--- config.mk ---
export PLATFORM = sky130hd
export DESIGN_NAME = info_frame_destuffing_deframer_core_flat
export DESIGN_NICKNAME = d
export VERILOG_FILES = /design/src/rtl/ifdd_pkg.sv /design/src/rtl/ifdd_byte_if.sv /design/src/rtl/ifdd_result_if.sv /design/src/rtl/info_frame_destuffing_deframer_core.sv /design/src/flat_wrapper.sv
export SDC_FILE = /design/constraint.sdc
export NUM_CORES = 1
export LEC_CHECK = 0
export BUFFER_PORTS_ARGS = -buffer_cell sky130_fd_sc_hd__clkbuf_2
export CORE_MARGIN = 8
export CORE_UTILIZATION = 50
export CTS_BUF_LIST = sky130_fd_sc_hd__clkbuf_2
export CTS_CLUSTER_DIAMETER = 30
export DETAILED_ROUTE_END_ITERATION = 8
export PLACE_DENSITY_LB_ADDON = 0.15
export SYNTH_ARGS = -nofsm -noshare
export SYNTH_HDL_FRONTEND = slang
export SYNTH_SLANG_ARGS = --single-unit
--- constraint.sdc ---
create_clock -name clk -period 6.4 [get_ports clk]
set_clock_uncertainty 0.15 [all_clocks]
set_input_delay 0.64 -clock clk [delete_from_list [all_inputs] [get_ports clk]]
set_output_delay 0.64 -clock clk [all_outputs]
set_load 0.01 [all_outputs]
--- src/rtl/ifdd_pkg.sv ---
// ----------------------------------------------------------------------------
// ifdd_pkg
// shared constants and types of the information frame deframer
// ----------------------------------------------------------------------------
`default_nettype none

package ifdd_pkg;

  localparam int MAX_PAYLOAD = 4096;

  // byte counter holds payload plus check byte, up to MAX_PAYLOAD + 1
  localparam int COUNT_W = $clog2(MAX_PAYLOAD + 2);
  localparam int LEN_W   = 13;
  localparam int KIND_W  = 3;
  localparam int REG_IDX_W = 3;
  localparam int REG_W   = 8;

  // result kinds
  localparam logic [KIND_W-1:0] KIND_DATA       = 3'd0;
  localparam logic [KIND_W-1:0] KIND_ACCEPTED   = 3'd1;
  localparam logic [KIND_W-1:0] KIND_CHECK_FAIL = 3'd2;
  localparam logic [KIND_W-1:0] KIND_BAD_ESCAPE = 3'd3;
  localparam logic [KIND_W-1:0] KIND_DISCONNECT = 3'd4;
  localparam logic [KIND_W-1:0] KIND_TOO_LONG   = 3'd5;

  // configuration register indexes
  localparam logic [REG_IDX_W-1:0] REG_FLAG         = 3'd0;
  localparam logic [REG_IDX_W-1:0] REG_ESCAPE       = 3'd1;
  localparam logic [REG_IDX_W-1:0] REG_ESC_FLAG     = 3'd2;
  localparam logic [REG_IDX_W-1:0] REG_ESC_ESCAPE   = 3'd3;
  localparam logic [REG_IDX_W-1:0] REG_ADDRESS      = 3'd4;
  localparam logic [REG_IDX_W-1:0] REG_CTRL_EVEN    = 3'd5;
  localparam logic [REG_IDX_W-1:0] REG_CTRL_ODD     = 3'd6;
  localparam logic [REG_IDX_W-1:0] REG_DISCONNECT   = 3'd7;

  // reset values of the configuration registers
  localparam logic [7:0] RST_FLAG       = 8'd126;
  localparam logic [7:0] RST_ESCAPE     = 8'd125;
  localparam logic [7:0] RST_ESC_FLAG   = 8'd94;
  localparam logic [7:0] RST_ESC_ESCAPE = 8'd93;
  localparam logic [7:0] RST_ADDRESS    = 8'd3;
  localparam logic [7:0] RST_CTRL_EVEN  = 8'd0;
  localparam logic [7:0] RST_CTRL_ODD   = 8'd128;
  localparam logic [7:0] RST_DISCONNECT = 8'd11;

  typedef struct packed {
    logic [KIND_W-1:0] out_kind;
    logic [7:0]        data_byte;
    logic [LEN_W-1:0]  payload_length;
    logic              reply_seq;
  } result_t;

endpackage

`default_nettype wire

--- src/rtl/ifdd_byte_if.sv ---
// ----------------------------------------------------------------------------
// ifdd_byte_if
// received line byte channel
// ----------------------------------------------------------------------------
`default_nettype none

interface ifdd_byte_if;
  logic       valid;
  logic       ready;
  logic [7:0] rx_byte;

  modport source (output valid, output rx_byte, input ready);
  modport sink   (input valid, input rx_byte, output ready);
endinterface

`default_nettype wire

--- src/rtl/ifdd_result_if.sv ---
// ----------------------------------------------------------------------------
// ifdd_result_if
// deframer result channel
// ----------------------------------------------------------------------------
`default_nettype none

interface ifdd_result_if;
  logic                         valid;
  logic                         ready;
  logic [ifdd_pkg::KIND_W-1:0]  out_kind;
  logic [7:0]                   data_byte;
  logic [ifdd_pkg::LEN_W-1:0]   payload_length;
  logic                         reply_seq;

  modport source (output valid, output out_kind, output data_byte,
                  output payload_length, output reply_seq, input ready);
  modport sink   (input valid, input out_kind, input data_byte,
                  input payload_length, input reply_seq, output ready);
endinterface

`default_nettype wire

--- src/rtl/info_frame_destuffing_deframer_core.sv ---
// ----------------------------------------------------------------------------
// info_frame_destuffing_deframer_core
// byte-stuffed information frame receiver with header check and xor check
// ----------------------------------------------------------------------------
// a result caused by a byte enters the result queue at the byte's transfer and
//   shows on the result channel once the results ahead of it have left
// throughput: one byte per cycle, a single pass of compare and select logic;
//   a two-entry result queue keeps bytes flowing until it is full and no result leaves
// reset (synchronous, rst high): hunting for the opening flag, expected
//   sequence zero, result queue empty, registers back to their defaults
`default_nettype none

module info_frame_destuffing_deframer_core (
  input  wire logic                            clk,
  input  wire logic                            rst,
  input  wire logic                            cfg_we,
  input  wire logic [ifdd_pkg::REG_IDX_W-1:0]  cfg_index,
  input  wire logic [ifdd_pkg::REG_W-1:0]      cfg_data,
  ifdd_byte_if.sink                            rx,
  ifdd_result_if.source                        res
);

  // receive phases
  localparam logic [2:0] PH_HUNT = 3'd0;
  localparam logic [2:0] PH_FLAG = 3'd1;
  localparam logic [2:0] PH_ADDR = 3'd2;
  localparam logic [2:0] PH_CTRL = 3'd3;
  localparam logic [2:0] PH_BODY = 3'd4;
  localparam logic [2:0] PH_ESC  = 3'd5;

  localparam logic [ifdd_pkg::COUNT_W-1:0] COUNT_LIMIT =
    ifdd_pkg::COUNT_W'(ifdd_pkg::MAX_PAYLOAD + 1);

  // configuration registers
  logic [7:0] flag_byte, escape_byte, escaped_flag_code, escaped_escape_code;
  logic [7:0] address_code, info_control_even, info_control_odd;
  logic [7:0] disconnect_control;

  // receive state
  logic [2:0]                      phase, phase_next;
  logic                            expected_seq, expected_seq_next;
  logic [7:0]                      running_xor, running_xor_next;
  logic [7:0]                      held_byte, held_byte_next;
  logic                            held_valid, held_valid_next;
  logic [ifdd_pkg::COUNT_W-1:0]    byte_count, byte_count_next;

  // result queue, slot 0 is the head
  ifdd_pkg::result_t               slot0, slot1;
  logic [1:0]                      fill;

  logic                            in_xfer, out_xfer;
  logic                            emit;
  ifdd_pkg::result_t               result;

  // per-byte decode helpers
  logic [7:0]                      ctrl;
  logic                            reply;
  logic                            body_go;
  logic [7:0]                      body_in;
  logic [ifdd_pkg::LEN_W-1:0]      frame_len;

  // configuration writes
  always_ff @(posedge clk) begin
    if (rst) begin
      flag_byte           <= ifdd_pkg::RST_FLAG;
      escape_byte         <= ifdd_pkg::RST_ESCAPE;
      escaped_flag_code   <= ifdd_pkg::RST_ESC_FLAG;
      escaped_escape_code <= ifdd_pkg::RST_ESC_ESCAPE;
      address_code        <= ifdd_pkg::RST_ADDRESS;
      info_control_even   <= ifdd_pkg::RST_CTRL_EVEN;
      info_control_odd    <= ifdd_pkg::RST_CTRL_ODD;
      disconnect_control  <= ifdd_pkg::RST_DISCONNECT;
    end else if (cfg_we) begin
      unique case (cfg_index)
        ifdd_pkg::REG_FLAG:       flag_byte           <= cfg_data;
        ifdd_pkg::REG_ESCAPE:     escape_byte         <= cfg_data;
        ifdd_pkg::REG_ESC_FLAG:   escaped_flag_code   <= cfg_data;
        ifdd_pkg::REG_ESC_ESCAPE: escaped_escape_code <= cfg_data;
        ifdd_pkg::REG_ADDRESS:    address_code        <= cfg_data;
        ifdd_pkg::REG_CTRL_EVEN:  info_control_even   <= cfg_data;
        ifdd_pkg::REG_CTRL_ODD:   info_control_odd    <= cfg_data;
        ifdd_pkg::REG_DISCONNECT: disconnect_control  <= cfg_data;
        default: ;
      endcase
    end
  end

  // take a byte unless the queue is full and nothing leaves this cycle
  assign rx.ready = (fill != 2'd2) || res.ready;
  assign in_xfer  = rx.valid && rx.ready;
  assign out_xfer = res.valid && res.ready;

  assign ctrl      = expected_seq ? info_control_odd : info_control_even;
  assign reply     = ~expected_seq;
  // length excludes the trailing check byte
  assign frame_len = ifdd_pkg::LEN_W'(byte_count - 1'b1);

  // next state and result of one byte
  always_comb begin
    phase_next        = phase;
    expected_seq_next = expected_seq;
    running_xor_next  = running_xor;
    held_byte_next    = held_byte;
    held_valid_next   = held_valid;
    byte_count_next   = byte_count;
    emit              = 1'b0;
    result            = '0;
    body_go           = 1'b0;
    body_in           = rx.rx_byte;

    unique case (phase)
      PH_HUNT: begin
        if (rx.rx_byte == flag_byte) phase_next = PH_FLAG;
      end
      PH_FLAG: begin
        if (rx.rx_byte == address_code) phase_next = PH_ADDR;
        else if (rx.rx_byte != flag_byte) phase_next = PH_HUNT;
      end
      PH_ADDR: begin
        if (rx.rx_byte == ctrl) begin
          phase_next = PH_CTRL;
        end else if (rx.rx_byte == flag_byte) begin
          phase_next = PH_FLAG;
        end else if (rx.rx_byte == disconnect_control) begin
          phase_next      = PH_HUNT;
          emit            = 1'b1;
          result.out_kind = ifdd_pkg::KIND_DISCONNECT;
        end else begin
          phase_next = PH_HUNT;
        end
      end
      PH_CTRL: begin
        // header check: address xor control
        if (rx.rx_byte == (address_code ^ ctrl)) begin
          phase_next       = PH_BODY;
          running_xor_next = '0;
          held_byte_next   = '0;
          held_valid_next  = 1'b0;
          byte_count_next  = '0;
        end else if (rx.rx_byte == flag_byte) begin
          phase_next = PH_FLAG;
        end else begin
          phase_next = PH_HUNT;
        end
      end
      PH_BODY: begin
        if (rx.rx_byte == escape_byte) begin
          phase_next = PH_ESC;
        end else if (rx.rx_byte == flag_byte) begin
          // closing flag: report the frame verdict
          phase_next       = PH_HUNT;
          emit             = 1'b1;
          result.reply_seq = reply;
          if (byte_count == '0) begin
            // empty frame counts as a check failure
            result.out_kind = ifdd_pkg::KIND_CHECK_FAIL;
          end else if (running_xor == '0) begin
            expected_seq_next     = ~expected_seq;
            result.out_kind       = ifdd_pkg::KIND_ACCEPTED;
            result.payload_length = frame_len;
          end else begin
            result.out_kind       = ifdd_pkg::KIND_CHECK_FAIL;
            result.payload_length = frame_len;
          end
        end else begin
          body_go = 1'b1;
        end
      end
      PH_ESC: begin
        phase_next = PH_BODY;
        if (rx.rx_byte == escaped_flag_code) begin
          body_go = 1'b1;
          body_in = flag_byte;
        end else if (rx.rx_byte == escaped_escape_code) begin
          body_go = 1'b1;
          body_in = escape_byte;
        end else begin
          phase_next       = PH_HUNT;
          emit             = 1'b1;
          result.out_kind  = ifdd_pkg::KIND_BAD_ESCAPE;
          result.reply_seq = reply;
        end
      end
      default: begin
        phase_next = PH_HUNT;
      end
    endcase

    // destuffed body byte: pass the held byte out, hold the new one; at the limit report too long
    if (body_go) begin
      if (byte_count >= COUNT_LIMIT) begin
        phase_next      = PH_HUNT;
        emit            = 1'b1;
        result          = '0;
        result.out_kind = ifdd_pkg::KIND_TOO_LONG;
      end else begin
        if (held_valid) begin
          emit             = 1'b1;
          result.out_kind  = ifdd_pkg::KIND_DATA;
          result.data_byte = held_byte;
        end
        held_byte_next   = body_in;
        held_valid_next  = 1'b1;
        running_xor_next = running_xor ^ body_in;
        byte_count_next  = byte_count + 1'b1;
      end
    end
  end

  // receive state registers
  always_ff @(posedge clk) begin
    if (rst) begin
      phase        <= PH_HUNT;
      expected_seq <= 1'b0;
      running_xor  <= '0;
      held_byte    <= '0;
      held_valid   <= 1'b0;
      byte_count   <= '0;
    end else if (in_xfer) begin
      phase        <= phase_next;
      expected_seq <= expected_seq_next;
      running_xor  <= running_xor_next;
      held_byte    <= held_byte_next;
      held_valid   <= held_valid_next;
      byte_count   <= byte_count_next;
    end
  end

  // result queue: push on a byte transfer that emits, pop on a result transfer
  always_ff @(posedge clk) begin
    if (rst) begin
      fill <= 2'd0;
    end else begin
      case ({in_xfer && emit, out_xfer})
        2'b11: fill <= fill;
        2'b10: fill <= fill + 2'd1;
        2'b01: fill <= fill - 2'd1;
        default: fill <= fill;
      endcase
    end
  end

  always_ff @(posedge clk) begin
    case ({in_xfer && emit, out_xfer})
      2'b11: begin
        if (fill == 2'd1) begin
          slot0 <= result;
        end else begin
          slot0 <= slot1;
          slot1 <= result;
        end
      end
      2'b10: begin
        if (fill == 2'd0) slot0 <= result;
        else slot1 <= result;
      end
      2'b01: begin
        slot0 <= slot1;
      end
      default: ;
    endcase
  end

  assign res.valid          = (fill != 2'd0);
  assign res.out_kind       = slot0.out_kind;
  assign res.data_byte      = slot0.data_byte;
  assign res.payload_length = slot0.payload_length;
  assign res.reply_seq      = slot0.reply_seq;

endmodule

`default_nettype wire

--- src/flat_wrapper.sv ---
// flat-port wrapper written by rule: the top's interface ports become plain ports
module info_frame_destuffing_deframer_core_flat 
  (clk, rst, cfg_we, cfg_index, cfg_data, rx_valid, rx_rx_byte, rx_ready, res_valid, res_out_kind, res_data_byte, res_payload_length, res_reply_seq, res_ready);
  ifdd_byte_if rx_i ();
  ifdd_result_if res_i ();
  input  wire logic clk;
  input  wire logic rst;
  input  wire logic cfg_we;
  input  wire logic [ifdd_pkg::REG_IDX_W-1:0] cfg_index;
  input  wire logic [ifdd_pkg::REG_W-1:0] cfg_data;
  input wire logic [$bits(rx_i.valid)-1:0] rx_valid;
  input wire logic [$bits(rx_i.rx_byte)-1:0] rx_rx_byte;
  output wire logic [$bits(rx_i.ready)-1:0] rx_ready;
  output wire logic [$bits(res_i.valid)-1:0] res_valid;
  output wire logic [$bits(res_i.out_kind)-1:0] res_out_kind;
  output wire logic [$bits(res_i.data_byte)-1:0] res_data_byte;
  output wire logic [$bits(res_i.payload_length)-1:0] res_payload_length;
  output wire logic [$bits(res_i.reply_seq)-1:0] res_reply_seq;
  input wire logic [$bits(res_i.ready)-1:0] res_ready;
  assign rx_i.valid = rx_valid;
  assign rx_i.rx_byte = rx_rx_byte;
  assign rx_ready = rx_i.ready;
  assign res_valid = res_i.valid;
  assign res_out_kind = res_i.out_kind;
  assign res_data_byte = res_i.data_byte;
  assign res_payload_length = res_i.payload_length;
  assign res_reply_seq = res_i.reply_seq;
  assign res_i.ready = res_ready;
  info_frame_destuffing_deframer_core u_core (.clk(clk), .rst(rst), .cfg_we(cfg_we), .cfg_index(cfg_index), .cfg_data(cfg_data), .rx(rx_i), .res(res_i));
endmodule
==> results.cfg <==
[synthesis]
synth_edf_count = 50
seq_area_frac_synth_pct = 43.5
synth_fp_nets = 922
synth-seq-cells = 150
synth_common_cells = nand2_1, dfxtp_1, a21oi_1
synth.top_cell.area_share_pct = 24.9
syn_inst = 889
synth_most_common_cell = nand2_1
async_flop_share_pct = 0
synth_area_sq_mm = 0.00805
synth_top_cell_by_area = dfxtp_1
synth.area.top_cells = dfxtp_1, edfxtp_1, nand2_1, a21oi_1, xor2_1
yosys_warnings = 0
postSynthAreaPerCell_sq_um = 9.05
ys.flop_type = dfxtp_1
ys_types = 67

[cts]
root_buffer = clkbuf_2
cts-resized-gates = 0
numClockSinks = 150
cts_tree = built
cts_setup_buffers = 0
cts_max_path_buffers = 2
cts_buffers = 17
insertion_delay_ns = 0.75
ctsHoldBuffers = 0
htree_levels = 4
clkTransAtPathRegs_ns = 0.22

[worst_setup_path]
path_class = register to register
required_ns = 6.86
max_stage_delay_ns = 0.93
cp_max_fo = 26
worstPathArrival_ns = 4.65
r2r_cells = 9
crit_chain = mux2i_1, xnor2_1, nor4_1, nand2_1, and3_1, o31ai_1, ha_1, a221oi_1, a31oi_1
end_kind = register
cp-start-kind = register
critPathSlowestCell = ha_1

[global_route]
grt_usage_pct = 20.7
antenna_found_initial = 1
grt_pass1_vias = 6391
grt_max_degree = 65
grt_pass1_wl_um = 33300
overflow = 0

[sta]
slew_headroom_pct = 29.2
grt_setup_unrepaired = no
period_share_pct = 65.5
setup_tns_ns = 0
max_freq_ghz = 0.239
slew_viol_final = 0
fin_ws_ns = 2.21
hold_viol_final = 0
setup_viol = 0
fin_crit_ns = 4.19
worstMarginPinSlew_ns = 1.06

[floorplan]
core_sq_mm = 0.0158
die_area_sq_mm = 0.0204
ioPinCount = 51
initial_core_util_pct = 50.8
die_y_um = 143
rows = 46
die_w_um = 143

[power]
p_per_area_mw_per_mm2 = 220
vdd_drop_max_mv = 0.128
p_leak_nw = 3.16

[placed_design]
post-place-ws_ns = 2.13
place.detailed.hpwl_um = 14200
gp_congestion = 0.888
io_buffers = 50

[drt]
drt_wl_total_um = 20600
drc = 0
vias = 6642
drtIter0Drc = 547
ant_nets = 0
drtPass1Iterations = 7
wl_per_cell_um = 18.3
via_per_inst = 5.91

[finish]
nNetsFinal = 926
largest_reg_flops = 25
drive_above_1_share_pct = 12.6
top_register = u_core.slot1
syn_to_final_growth_pct = 6.08

[min_path]
hp-class = primary input to register
whs_path_depth = 3

[job]
drv_cap = 0

[status]
status = finished, final reports clean
[cells in the final DEF, fill, tap and decap left out, types with 3 or more instances in the layout]
master / netlist / routed
inv_1: 13 / 13
nor3_1: 10 / 10
xor2_1: 40 / 40
nand2_1: 147 / 147
a31oi_1: 15 / 15
buf_4: 8 / 8
a311oi_1: 11 / 11
a32oi_1: 8 / 8
clkinv_1: 1 / 4
nor4_1: 14 / 14
and3_1: 20 / 20
nand2b_1: 17 / 17
nor2b_1: 10 / 10
a21oi_1: 73 / 72
nand4_1: 23 / 23
mux2_2: 12 / 12
mux2i_1: 23 / 23
o32ai_1: 3 / 3
xnor2_1: 33 / 33
a21o_1: 7 / 7
o221ai_1: 3 / 3
nand3_1: 37 / 37
and2_1: 5 / 5
clkbuf_2: 0 / 71
nor2_1: 30 / 30
nor4_2: 3 / 3
o21ai_0: 28 / 27
dfxtp_1: 100 / 100
a221oi_1: 16 / 16
bufinv_16: 0 / 4
a311o_1: 3 / 3
ha_1: 9 / 9
o211ai_1: 3 / 3
edfxtp_1: 50 / 50
or4_1: 3 / 3
a22o_1: 8 / 8
[metrics by stage]
step	cells	cell area, sq um	hold WS (ns)	utilization, %	power [mW]
2_1_floorplan	889	8050	0.286	-	1.24
3_3_place_gp	1090	8270	0.293	52.2	1.30
3_5_place_dp	1090	8270	0.296	52.2	1.31
4_1_cts	1122	8530	0.0362	53.9	1.90
5_1_grt	1123	8540	0.0567	53.9	1.97
6_report	1123	8540	0.115	53.9	1.88
[routing by layer]
| layer | wire length [um] | track usage (%) | vias up |
|---|---|---|---|
| li1 | - | - | 3237 |
| met1 | 8950 | 25.9 | 3121 |
| met2 | 9840 | 34.5 | 254 |
| met3 | 1320 | 3.91 | 30 |
| met4 | 480 | 8.33 | 0 |
| met5 | 0 | 0 | - |
[worst max-delay path: cells and delay by family (launching register included)]
family | cells | cell delay, ns
compound gates | 3 | 0.87
xor+xnor | 1 | 0.14
fa+ha+maj | 1 | 0.93
flops | 1 | 0.77
mux | 1 | 0.48
simple gates | 3 | 0.72
[final timing paths]
kind	slack (ns)	endpoint	start
max	2.21	u_core.res.payload_length[4]	u_core.expected_seq
max reg2reg	2.21	u_core.res.payload_length[4]	u_core.expected_seq
min	0.12	u_core.escaped_escape_code[7]	cfg_data[7]
min reg2reg	0.32	u_core.info_control_even[7]	u_core.info_control_even[7]
[layout make-up]
| cell class | instances | area [sq um] |
|---|---|---|
| diodes | 1 | 2.50 |
| clock buffers | 21 | 105 |
| clock inverters | 11 | 159 |
| fillers | 1457 | 7290 |
| inverters | 14 | 52.6 |
| multi-input cells | 652 | 4130 |
| flip-flops and latches | 150 | 3500 |
| well taps | 216 | 270 |
| repair buffers | 58 | 310 |
[power by group]
| group | total, mW | internal (mW) | switching, mW |
|---|---|---|---|
| sequential | 1.03 | 1.02 | 0.0133 |
| combinational | 0.255 | 0.0912 | 0.164 |
| clock | 0.592 | 0.260 | 0.332 |
[kinds of logic after synthesis]
| group | after synthesis | share of synthesized area, % |
|---|---|---|
| xor+xnor | 75 | 8.51 |
| compound gates | 202 | 16.8 |
| flops | 150 | 43.5 |
| simple gates | 331 | 20.0 |
| buf+inv | 87 | 5.19 |
| fa+ha+maj | 9 | 1.40 |
| mux | 35 | 4.54 |
Power figures use the tool's default switching activity.
